### config.mk
export PLATFORM = sky130hd
export DESIGN_NAME = pid_dd_axis_controller_core
export DESIGN_NICKNAME = d
export VERILOG_FILES = /design/src/design/pidd_pkg.sv /design/src/design/pid_dd_axis_controller_core.sv
export SDC_FILE = /design/constraint.sdc
export NUM_CORES = 2
export LEC_CHECK = 0
export BUFFER_PORTS_ARGS = -buffer_cell sky130_fd_sc_hd__buf_2
export CORE_ASPECT_RATIO = 1.5
export CORE_MARGIN = 3
export CORE_UTILIZATION = 39
export CTS_CLUSTER_DIAMETER = 60
export DETAILED_ROUTE_END_ITERATION = 10
export GPL_TIMING_DRIVEN = 1
export HOLD_SLACK_MARGIN = 0.03
export RECOVER_POWER = 25
export SYNTH_ARGS = -nofsm -noshare
export SYNTH_HDL_FRONTEND = slang
export SYNTH_SLANG_ARGS = --single-unit
### constraint.sdc
create_clock -name clk -period 17 [get_ports clk]
set_clock_uncertainty 0.15 [all_clocks]
set_input_delay 0.85 -clock clk [delete_from_list [all_inputs] [get_ports clk]]
set_output_delay 0.85 -clock clk [all_outputs]
set_load 0.005 [all_outputs]
### src/design/pidd_pkg.sv
// shared constants, codes and saturation helper for the pid axis controller
`default_nettype none

package pidd_pkg;

    // word and fixed-point format
    localparam int DATA_W = 32;
    localparam int FRAC_W = 16;

    // serial multiplier geometry: 33-bit multiplicand, 36-bit multiplier, 4-bit digits
    localparam int MUL_A_W    = 33;
    localparam int MUL_B_W    = 36;
    localparam int DIGIT_W    = 4;
    localparam int NUM_DIGITS = MUL_B_W / DIGIT_W;
    localparam int ACC_W      = 40;
    localparam int PROD_SH_W  = ACC_W + MUL_B_W - FRAC_W;
    localparam int SUM_W      = 52;

    localparam logic [3:0] LAST_STEP = 4'(NUM_DIGITS - 1);

    // 2*pi approximated as 6.284, in Q16.16, rounded to nearest
    localparam logic signed [33:0] TWO_PI_FIX = 34'sd411828;

    // axis modes
    localparam logic [1:0] MODE_YAW = 2'd1;
    localparam logic [1:0] MODE_ALT = 2'd2;

    // configuration register indexes
    localparam logic [2:0] REG_GAIN_P     = 3'd0;
    localparam logic [2:0] REG_GAIN_I     = 3'd1;
    localparam logic [2:0] REG_GAIN_D     = 3'd2;
    localparam logic [2:0] REG_GAIN_DD    = 3'd3;
    localparam logic [2:0] REG_PERIOD     = 3'd4;
    localparam logic [2:0] REG_RATE_SCALE = 3'd5;
    localparam logic [2:0] REG_INT_LIMIT  = 3'd6;
    localparam logic [2:0] REG_AXIS_MODE  = 3'd7;

    // input opcodes
    localparam logic OP_CLEAR = 1'b1;

    // multiplier pass order
    localparam logic [2:0] MUL_RATE  = 3'd0;
    localparam logic [2:0] MUL_INTEG = 3'd1;
    localparam logic [2:0] MUL_P     = 3'd2;
    localparam logic [2:0] MUL_I     = 3'd3;
    localparam logic [2:0] MUL_D     = 3'd4;
    localparam logic [2:0] MUL_DD    = 3'd5;

    // clamp a wide signed value to one data word
    function automatic logic signed [DATA_W-1:0] sat_word(input logic signed [59:0] x);
        if (x > 60'sd2147483647)
            return 32'sh7FFF_FFFF;
        else if (x < -60'sd2147483648)
            return 32'sh8000_0000;
        else
            return x[DATA_W-1:0];
    endfunction

endpackage

`default_nettype wire

### src/design/pid_dd_axis_controller_core.sv
// one-axis pid controller with second-derivative term, digit-serial datapath
//
// A clear word (opcode 1) zeroes the integral and loads a zero effort into the output
// register once that register is free. A control step runs from acceptance to the output
// register as a preparation step, then six passes through one shared signed multiplier
// that consumes the multiplier operand four bits per cycle (a load, nine digit steps
// and a post-processing step each), then the result load. The result load waits while
// the output register still holds an unaccepted word. The input is stalled for the
// whole step; the output register lets a finished result wait while the next word
// is accepted. Configuration writes take effect at the next edge and are meant to be
// issued only while the block is idle.
`default_nettype none

module pid_dd_axis_controller_core
(
    input  wire logic                clk,
    input  wire logic                rst_n,

    // configuration write port
    input  wire logic                cfg_write,
    input  wire logic [2:0]          cfg_index,
    input  wire logic [31:0]         cfg_data,

    // input channel
    input  wire logic                in_valid,
    output logic                     in_stall,
    input  wire logic                opcode,
    input  wire logic signed [31:0]  measured,
    input  wire logic signed [31:0]  setpoint,
    input  wire logic signed [31:0]  velocity,
    input  wire logic signed [31:0]  acceleration,

    // output channel
    output logic                     out_valid,
    input  wire logic                out_stall,
    output logic signed [31:0]       effort
);

    localparam logic [2:0] ST_IDLE = 3'd0;
    localparam logic [2:0] ST_PREP = 3'd1;
    localparam logic [2:0] ST_LOAD = 3'd2;
    localparam logic [2:0] ST_MUL  = 3'd3;
    localparam logic [2:0] ST_POST = 3'd4;
    localparam logic [2:0] ST_DONE = 3'd5;

    // control state
    logic [2:0] state_reg, state_next;
    logic [2:0] mul_idx_reg, mul_idx_next;
    logic [3:0] step_reg, step_next;
    logic       out_valid_reg, out_valid_next;

    // configuration
    logic signed [31:0] gain_p_reg, gain_p_next;
    logic signed [31:0] gain_i_reg, gain_i_next;
    logic signed [31:0] gain_d_reg, gain_d_next;
    logic signed [31:0] gain_dd_reg, gain_dd_next;
    logic [16:0]        period_reg, period_next;
    logic [25:0]        rate_scale_reg, rate_scale_next;
    logic [30:0]        limit_reg, limit_next;
    logic [1:0]         mode_reg, mode_next;

    // controller state
    logic signed [31:0] integ_reg, integ_next;
    logic signed [31:0] prev_sp_reg, prev_sp_next;

    // latched word and intermediate values
    logic signed [31:0] meas_reg, meas_next;
    logic signed [31:0] sp_reg, sp_next;
    logic signed [31:0] vel_reg, vel_next;
    logic signed [31:0] acc_in_reg, acc_in_next;
    logic signed [31:0] err_reg, err_next;
    logic signed [32:0] dsp_reg, dsp_next;
    logic signed [31:0] diff_reg, diff_next;
    logic signed [pidd_pkg::SUM_W-1:0] sum_reg, sum_next;
    logic signed [31:0] effort_reg, effort_next;

    // serial multiplier
    logic signed [pidd_pkg::MUL_A_W-1:0] mul_a_reg, mul_a_next;
    logic signed [pidd_pkg::MUL_B_W-1:0] mul_b_reg, mul_b_next;
    logic signed [pidd_pkg::ACC_W-1:0]   macc_reg, macc_next;
    logic [pidd_pkg::MUL_B_W-1:0]        lo_reg, lo_next;

    logic signed [4:0]                     digit;
    logic signed [pidd_pkg::MUL_A_W+4:0]   part;
    logic signed [pidd_pkg::ACC_W-1:0]     tsum;
    logic signed [pidd_pkg::PROD_SH_W-1:0] prod_sh;

    // error forming and yaw unwinding
    logic signed [33:0] err0;
    logic signed [33:0] norm;
    logic [33:0]        mag_e;
    logic [33:0]        mag_n;
    logic signed [33:0] err_pick;

    // integral and rate helpers
    logic signed [33:0] int_sum;
    logic signed [33:0] lim_s;
    logic signed [33:0] neg_lim_s;
    logic signed [31:0] rate_w;
    logic signed [pidd_pkg::SUM_W-1:0] term;

    assign in_stall  = (state_reg != ST_IDLE);
    assign out_valid = out_valid_reg;
    assign effort    = effort_reg;

    // multiplier digit: top digit carries the sign
    always_comb
    begin
        if (step_reg == pidd_pkg::LAST_STEP)
            digit = $signed({mul_b_reg[3], mul_b_reg[3:0]});
        else
            digit = $signed({1'b0, mul_b_reg[3:0]});
    end

    assign part    = (pidd_pkg::MUL_A_W+5)'(mul_a_reg) * (pidd_pkg::MUL_A_W+5)'(digit);
    assign tsum    = macc_reg + pidd_pkg::ACC_W'(part);
    assign prod_sh = $signed({macc_reg, lo_reg[pidd_pkg::MUL_B_W-1:pidd_pkg::FRAC_W]});
    assign term    = prod_sh[pidd_pkg::SUM_W-1:0];

    // error with optional unwinding by 2*pi
    always_comb
    begin
        err0 = 34'(sp_reg) - 34'(meas_reg);
        if (meas_reg < 0 && sp_reg >= 0)
            norm = err0 + pidd_pkg::TWO_PI_FIX;
        else if (meas_reg >= 0 && sp_reg < 0)
            norm = err0 - pidd_pkg::TWO_PI_FIX;
        else
            norm = err0;
        mag_e = (err0 < 0) ? 34'(-err0) : 34'(err0);
        mag_n = (norm < 0) ? 34'(-norm) : 34'(norm);
        if (mode_reg == pidd_pkg::MODE_YAW && mag_n < mag_e)
            err_pick = norm;
        else
            err_pick = err0;
    end

    // integral accumulate bounds
    assign int_sum   = 34'(integ_reg) + 34'($signed(prod_sh[32:0]));
    assign lim_s     = $signed({3'b000, limit_reg});
    assign neg_lim_s = -lim_s;

    // setpoint rate, zero in altitude mode
    always_comb
    begin
        rate_w = pidd_pkg::sat_word(60'(prod_sh));
        if (mode_reg == pidd_pkg::MODE_ALT)
            rate_w = '0;
    end

    // next-state logic
    always_comb
    begin
        state_next      = state_reg;
        mul_idx_next    = mul_idx_reg;
        step_next       = step_reg;
        out_valid_next  = out_valid_reg;
        gain_p_next     = gain_p_reg;
        gain_i_next     = gain_i_reg;
        gain_d_next     = gain_d_reg;
        gain_dd_next    = gain_dd_reg;
        period_next     = period_reg;
        rate_scale_next = rate_scale_reg;
        limit_next      = limit_reg;
        mode_next       = mode_reg;
        integ_next      = integ_reg;
        prev_sp_next    = prev_sp_reg;
        meas_next       = meas_reg;
        sp_next         = sp_reg;
        vel_next        = vel_reg;
        acc_in_next     = acc_in_reg;
        err_next        = err_reg;
        dsp_next        = dsp_reg;
        diff_next       = diff_reg;
        sum_next        = sum_reg;
        effort_next     = effort_reg;
        mul_a_next      = mul_a_reg;
        mul_b_next      = mul_b_reg;
        macc_next       = macc_reg;
        lo_next         = lo_reg;

        // configuration writes
        if (cfg_write)
        begin
            unique case (cfg_index)
                pidd_pkg::REG_GAIN_P:     gain_p_next     = $signed(cfg_data);
                pidd_pkg::REG_GAIN_I:     gain_i_next     = $signed(cfg_data);
                pidd_pkg::REG_GAIN_D:     gain_d_next     = $signed(cfg_data);
                pidd_pkg::REG_GAIN_DD:    gain_dd_next    = $signed(cfg_data);
                pidd_pkg::REG_PERIOD:     period_next     = cfg_data[16:0];
                pidd_pkg::REG_RATE_SCALE: rate_scale_next = cfg_data[25:0];
                pidd_pkg::REG_INT_LIMIT:  limit_next      = cfg_data[30:0];
                pidd_pkg::REG_AXIS_MODE:  mode_next       = cfg_data[1:0];
                default: ;
            endcase
        end

        // result word taken downstream
        if (out_valid_reg && !out_stall)
            out_valid_next = 1'b0;

        unique case (state_reg)
            ST_IDLE:
            begin
                if (in_valid)
                begin
                    meas_next   = measured;
                    sp_next     = setpoint;
                    vel_next    = velocity;
                    acc_in_next = acceleration;
                    if (opcode == pidd_pkg::OP_CLEAR)
                    begin
                        integ_next = '0;
                        sum_next   = '0;
                        state_next = ST_DONE;
                    end
                    else
                    begin
                        state_next = ST_PREP;
                    end
                end
            end

            ST_PREP:
            begin
                err_next     = pidd_pkg::sat_word(60'(err_pick));
                dsp_next     = 33'(sp_reg) - 33'(prev_sp_reg);
                prev_sp_next = sp_reg;
                mul_idx_next = pidd_pkg::MUL_RATE;
                state_next   = ST_LOAD;
            end

            // operand selection for the next multiplier pass
            ST_LOAD:
            begin
                case (mul_idx_reg)
                    pidd_pkg::MUL_RATE:
                    begin
                        mul_a_next = dsp_reg;
                        mul_b_next = $signed({10'b0, rate_scale_reg});
                    end
                    pidd_pkg::MUL_INTEG:
                    begin
                        mul_a_next = 33'(err_reg);
                        mul_b_next = $signed({19'b0, period_reg});
                    end
                    pidd_pkg::MUL_P:
                    begin
                        mul_a_next = 33'(gain_p_reg);
                        mul_b_next = 36'(err_reg);
                    end
                    pidd_pkg::MUL_I:
                    begin
                        mul_a_next = 33'(gain_i_reg);
                        mul_b_next = 36'(integ_reg);
                    end
                    pidd_pkg::MUL_D:
                    begin
                        mul_a_next = 33'(gain_d_reg);
                        mul_b_next = 36'(diff_reg);
                    end
                    pidd_pkg::MUL_DD:
                    begin
                        mul_a_next = 33'(gain_dd_reg);
                        mul_b_next = 36'(acc_in_reg);
                    end
                    default:
                    begin
                        mul_a_next = '0;
                        mul_b_next = '0;
                    end
                endcase
                macc_next  = '0;
                step_next  = '0;
                state_next = ST_MUL;
            end

            // one four-bit digit per cycle, low product bits shift out
            ST_MUL:
            begin
                macc_next  = tsum >>> pidd_pkg::DIGIT_W;
                lo_next    = {tsum[pidd_pkg::DIGIT_W-1:0],
                              lo_reg[pidd_pkg::MUL_B_W-1:pidd_pkg::DIGIT_W]};
                mul_b_next = mul_b_reg >>> pidd_pkg::DIGIT_W;
                step_next  = step_reg + 4'd1;
                if (step_reg == pidd_pkg::LAST_STEP)
                    state_next = ST_POST;
            end

            // consume the finished product
            ST_POST:
            begin
                case (mul_idx_reg)
                    pidd_pkg::MUL_RATE:
                        diff_next = pidd_pkg::sat_word(60'(rate_w) - 60'(vel_reg));
                    pidd_pkg::MUL_INTEG:
                    begin
                        if (int_sum > lim_s)
                            integ_next = lim_s[31:0];
                        else if (int_sum < neg_lim_s)
                            integ_next = neg_lim_s[31:0];
                        else
                            integ_next = int_sum[31:0];
                    end
                    pidd_pkg::MUL_P:  sum_next = term;
                    pidd_pkg::MUL_I:  sum_next = sum_reg + term;
                    pidd_pkg::MUL_D:  sum_next = sum_reg + term;
                    pidd_pkg::MUL_DD: sum_next = sum_reg - term;
                    default: ;
                endcase
                if (mul_idx_reg == pidd_pkg::MUL_DD)
                begin
                    state_next = ST_DONE;
                end
                else
                begin
                    mul_idx_next = mul_idx_reg + 3'd1;
                    state_next   = ST_LOAD;
                end
            end

            // load the output register once it is free
            ST_DONE:
            begin
                if (!out_valid_reg || !out_stall)
                begin
                    effort_next    = pidd_pkg::sat_word(60'(sum_reg));
                    out_valid_next = 1'b1;
                    state_next     = ST_IDLE;
                end
            end

            default:
                state_next = ST_IDLE;
        endcase
    end

    // control, configuration and controller state
    always_ff @(posedge clk or negedge rst_n)
    begin
        if (!rst_n)
        begin
            state_reg      <= ST_IDLE;
            mul_idx_reg    <= pidd_pkg::MUL_RATE;
            step_reg       <= '0;
            out_valid_reg  <= 1'b0;
            gain_p_reg     <= '0;
            gain_i_reg     <= '0;
            gain_d_reg     <= '0;
            gain_dd_reg    <= '0;
            period_reg     <= 17'd655;
            rate_scale_reg <= 26'd6553600;
            limit_reg      <= 31'd65536;
            mode_reg       <= '0;
            integ_reg      <= '0;
            prev_sp_reg    <= '0;
        end
        else
        begin
            state_reg      <= state_next;
            mul_idx_reg    <= mul_idx_next;
            step_reg       <= step_next;
            out_valid_reg  <= out_valid_next;
            gain_p_reg     <= gain_p_next;
            gain_i_reg     <= gain_i_next;
            gain_d_reg     <= gain_d_next;
            gain_dd_reg    <= gain_dd_next;
            period_reg     <= period_next;
            rate_scale_reg <= rate_scale_next;
            limit_reg      <= limit_next;
            mode_reg       <= mode_next;
            integ_reg      <= integ_next;
            prev_sp_reg    <= prev_sp_next;
        end
    end

    // datapath registers
    always_ff @(posedge clk)
    begin
        meas_reg   <= meas_next;
        sp_reg     <= sp_next;
        vel_reg    <= vel_next;
        acc_in_reg <= acc_in_next;
        err_reg    <= err_next;
        dsp_reg    <= dsp_next;
        diff_reg   <= diff_next;
        sum_reg    <= sum_next;
        effort_reg <= effort_next;
        mul_a_reg  <= mul_a_next;
        mul_b_reg  <= mul_b_next;
        macc_reg   <= macc_next;
        lo_reg     <= lo_next;
    end

endmodule

`default_nettype wire

==> qor.txt <==
final count of pins violating max slew: 189
Initial DRC Count: 2882
Hold Path Depth: 1
post-CTS sizing: 0
Synth top cells by count: nand2_1 (507), edfxtp_1 (431), ha_1 (368)
Critical Path RT: 17.24 ns
grt met2 use: 41.40%
Setup violations, final: 0
antenna-violating nets left: 0
Total GRT Usage: 23.06%
largest net degree at the start of global routing: 159
CP arrival: 9.45 ns
Max FO, Critical Path: 31
first-pass GRT wire length: 246200 µm
crit start category: register
worst stage delay on the critical path: 0.73 ns
NumNets Final: 5947
CTS root buf: clkbuf_16
Post-Syn Area: 0.05182 mm²
Worst-Margin Slew: 3.906 ns
Power Density: 210.1 mW/mm²
xor/xnor share of the synthesized area: 5.964%
WS Path Type: reg2reg
Non-Filler Instances: 7078
Clock Pin Slew Worst Setup and Hold Paths: 0.06 ns
setup TNS: 0 ns
Lkg Pwr: 24.03 nW
synthesized instance count: 5128
FF-to-FF setup slack: 7.80 ns
TritonRoute pass-1 iters: 8
Die Width: 303.6 µm
Detailed Place HPWL: 123600 µm
crit end category: register
fraction of registers with async set/reset: 39.30%
GRT overflow: 0
Synth warnings: 0
die area: 0.1374 mm²
max FFs per register: 52
RSZ-0062 raised after global routing: no
post-detailed-route via-to-cell ratio: 5.694
Syn Area/Cell: 10.11 µm²
Hold EP: vel_reg[21]$_DFFE_PP_
Filler cells: 12760
failing checks: capacitance limit, slew limit
Hold Crit Start: velocity[21]
main combinational cell family by area after synthesis: compound AO/OA/AOI/OAI gates
number of cell rows: 163
CTS Buf Count: 83
layout cell share with drive strength beyond 1: 15.24%
setup ws final: 7.797 ns
Syn Nets: 5809
status: finished, violations left
post-synthesis sequential area ratio: 38.47%
Period minus WS final: 9.203 ns
CTS tree: done
Max Clk Rate: 108.7 MHz
synthesis-stage register bit count: 710
Worst IR Drop VDD: 0.1691 mV
post-CTS setup repair buffer count: 0
Final GP Congestion: 0.9185
WL/cell: 22.76 µm
EDFF count, synth: 431
RR Startpoint: sp_reg[0]$_DFFE_PP_
Post-Place Cells: 6912
P&R area growth vs syn: 11.18%
Core ar.: 0.1317 mm²
Most Frequent Cell on Critical Path: a21o_1
Simple-Gate Fraction of Synth Area: 13.53%
htree depth: 3
global routing's busiest layer: met2
min-delay worst type: in2reg
Synth area leaders: edfxtp_1 (25%), dfrtp_1 (13%), ha_1 (8.9%)
post-synthesis mux area share: 6.410%
clk_lat worst skew: 0.71 ns
clock sinks: 710
GRT met1 Usage: 26.76%
number of remaining DRC errors: 0
Final Hold Viols: 0
max-cap violations: 5
Compound-Gate Fraction of Synth Area: 17.12%
count leader, synth: nand2_1
leading area contributor after synthesis: edfxtp_1
Final period util: 54.13%
top cell type's share of synthesized area: 24.97%
initial core utilization: 39.33%
Vias: 40300
Distinct cells, synth: 119
routed wire length: 161100 µm
Main synth FF type: edfxtp_1
Buffers on Ports: 202
Slew headroom: -160.4%
I/O pin count: 203
Post-Synth Adder-Cell Area: 14.56%
clock buffer depth: 3
DP Worst Slack: 7.873 ns
chip height: 452.5 µm
met3 usage: 3.072%
Reg-to-Reg End: err_reg[3]$_SDFFCE_PN1P_
Crit-path slowest cell: xor2_1
reg2reg path depth: 32
initial antenna violation count: 20
vias in the first global route: 40420
## worst max-delay path, delay by kind of cell, from the launching register on
kind	cells	cell delay, ns
AO/OA/AOI/OAI	18	4.96
XOR/XNOR	3	1.27
adder cells (fa/ha/maj)	3	0.87
buffers and inverters	3	0.36
flip-flops	1	0.35
AND/OR/NAND/NOR	5	0.90
## kinds of logic after synthesis
kind of cell	count (synthesis)
xor+xnor	349
buf+inv	529
fa+ha+maj	518
other cells	2
flops	710
compound gates	1284
simple gates	1440
mux	296
## how the worst max path moves through the flow
stage | slack, ns | from | end | depth (start not counted)
3_5_place_dp | 7.87 | sp_reg[0]$_DFFE_PP_ | err_reg[3]$_SDFFCE_PN1P_ | 32
4_1_cts | 7.80 | sp_reg[0]$_DFFE_PP_ | err_reg[3]$_SDFFCE_PN1P_ | 32
3_3_place_gp | 7.96 | sp_reg[0]$_DFFE_PP_ | err_reg[12]$_SDFFCE_PN1P_ | 32
6_report | 7.80 | sp_reg[0]$_DFFE_PP_ | err_reg[3]$_SDFFCE_PN1P_ | 32
5_1_grt | 7.15 | sp_reg[0]$_DFFE_PP_ | err_reg[3]$_SDFFCE_PN1P_ | 32
2_1_floorplan | 9.73 | sp_reg[0]$_DFFE_PP_ | err_reg[22]$_SDFFCE_PN1P_ | 32
## metrics by stage
stage / utilization [%] / hold slack (ns) / cell area (µm²) / power (mW)
floorplan: - / 0.3023 / 51820 / 8.389
global placement: 41.58 / 0.3252 / 54780 / 10.07
detailed placement: 41.58 / 0.3396 / 54780 / 10.18
CTS: 43.78 / 0.1012 / 57680 / 12.18
global route: 43.72 / 0.1160 / 57600 / 13.27
finish: 43.73 / 0.1674 / 57620 / 12.11
## power by group
part,leakage (nW),internal (mW),switching (mW),total [mW]
Combinational,15.3,3.09,4.21,7.30
Sequential,7.33,2.49,0.425,2.92
Clock,1.39,1.08,0.810,1.89
Total,24.0,6.66,5.45,12.1
## what timing repair did
action	4_1_cts	5_1_grt
setup endpoints to repair	0	0
hold endpoints to repair	61	0
hold buffers	1	0
## layout by cell type (no fill, tap or decap), types with 21 or more instances in the layout
| cell | count |
|---|---|
| o21a_1 | 61 |
| o21bai_1 | 33 |
| nor4_1 | 29 |
| clkbuf_16 | 84 |
| buf_2 | 185 |
| a222oi_1 | 49 |
| mux2_2 | 287 |
| nor3_1 | 69 |
| dfrtp_1 | 268 |
| o21ai_0 | 213 |
| nand3_1 | 85 |
| or3_1 | 42 |
| xnor2_1 | 244 |
| nand2_1 | 506 |
| edfxtp_1 | 431 |
| a211oi_1 | 29 |
| xor2_1 | 102 |
| a22oi_1 | 50 |
| inv_1 | 316 |
| a22o_1 | 32 |
| clkbuf_1 | 46 |
| a31oi_1 | 39 |
| o21ai_1 | 26 |
| a32oi_1 | 21 |
| nand4_1 | 48 |
| a21o_1 | 141 |
| buf_4 | 48 |
| or2_2 | 52 |
| and3_1 | 44 |
| nand2b_1 | 41 |
| nor2b_1 | 48 |
| o31ai_1 | 27 |
| nor2_1 | 304 |
| a21oi_1 | 331 |
| and2_1 | 94 |
| ha_1 | 365 |
| fa_1 | 144 |
## layer usage
| metal | vias to the layer above | part of all wire (%) |
|---|---|---|
| met3 | 321 | 4.5 |
| met2 | 1065 | 51 |
| li1 | 18990 | - |
| met4 | 14 | 5.6 |
| met1 | 19910 | 39 |
| met5 | - | 0.048 |
## area by class of cell
class	count	area [µm²]	share of cell area [%]
flip-flops and latches	710	19940	34.61
multi-input cells	3889	29970	52.02
diodes	10	25.02	0.04343
repair buffers	262	1418	2.460
inverters	320	1204	2.089
well taps	1732	2167	3.761
clock buffers	111	2283	3.963
clock inverters	44	606.8	1.053
Power figures use the tool's default switching activity.
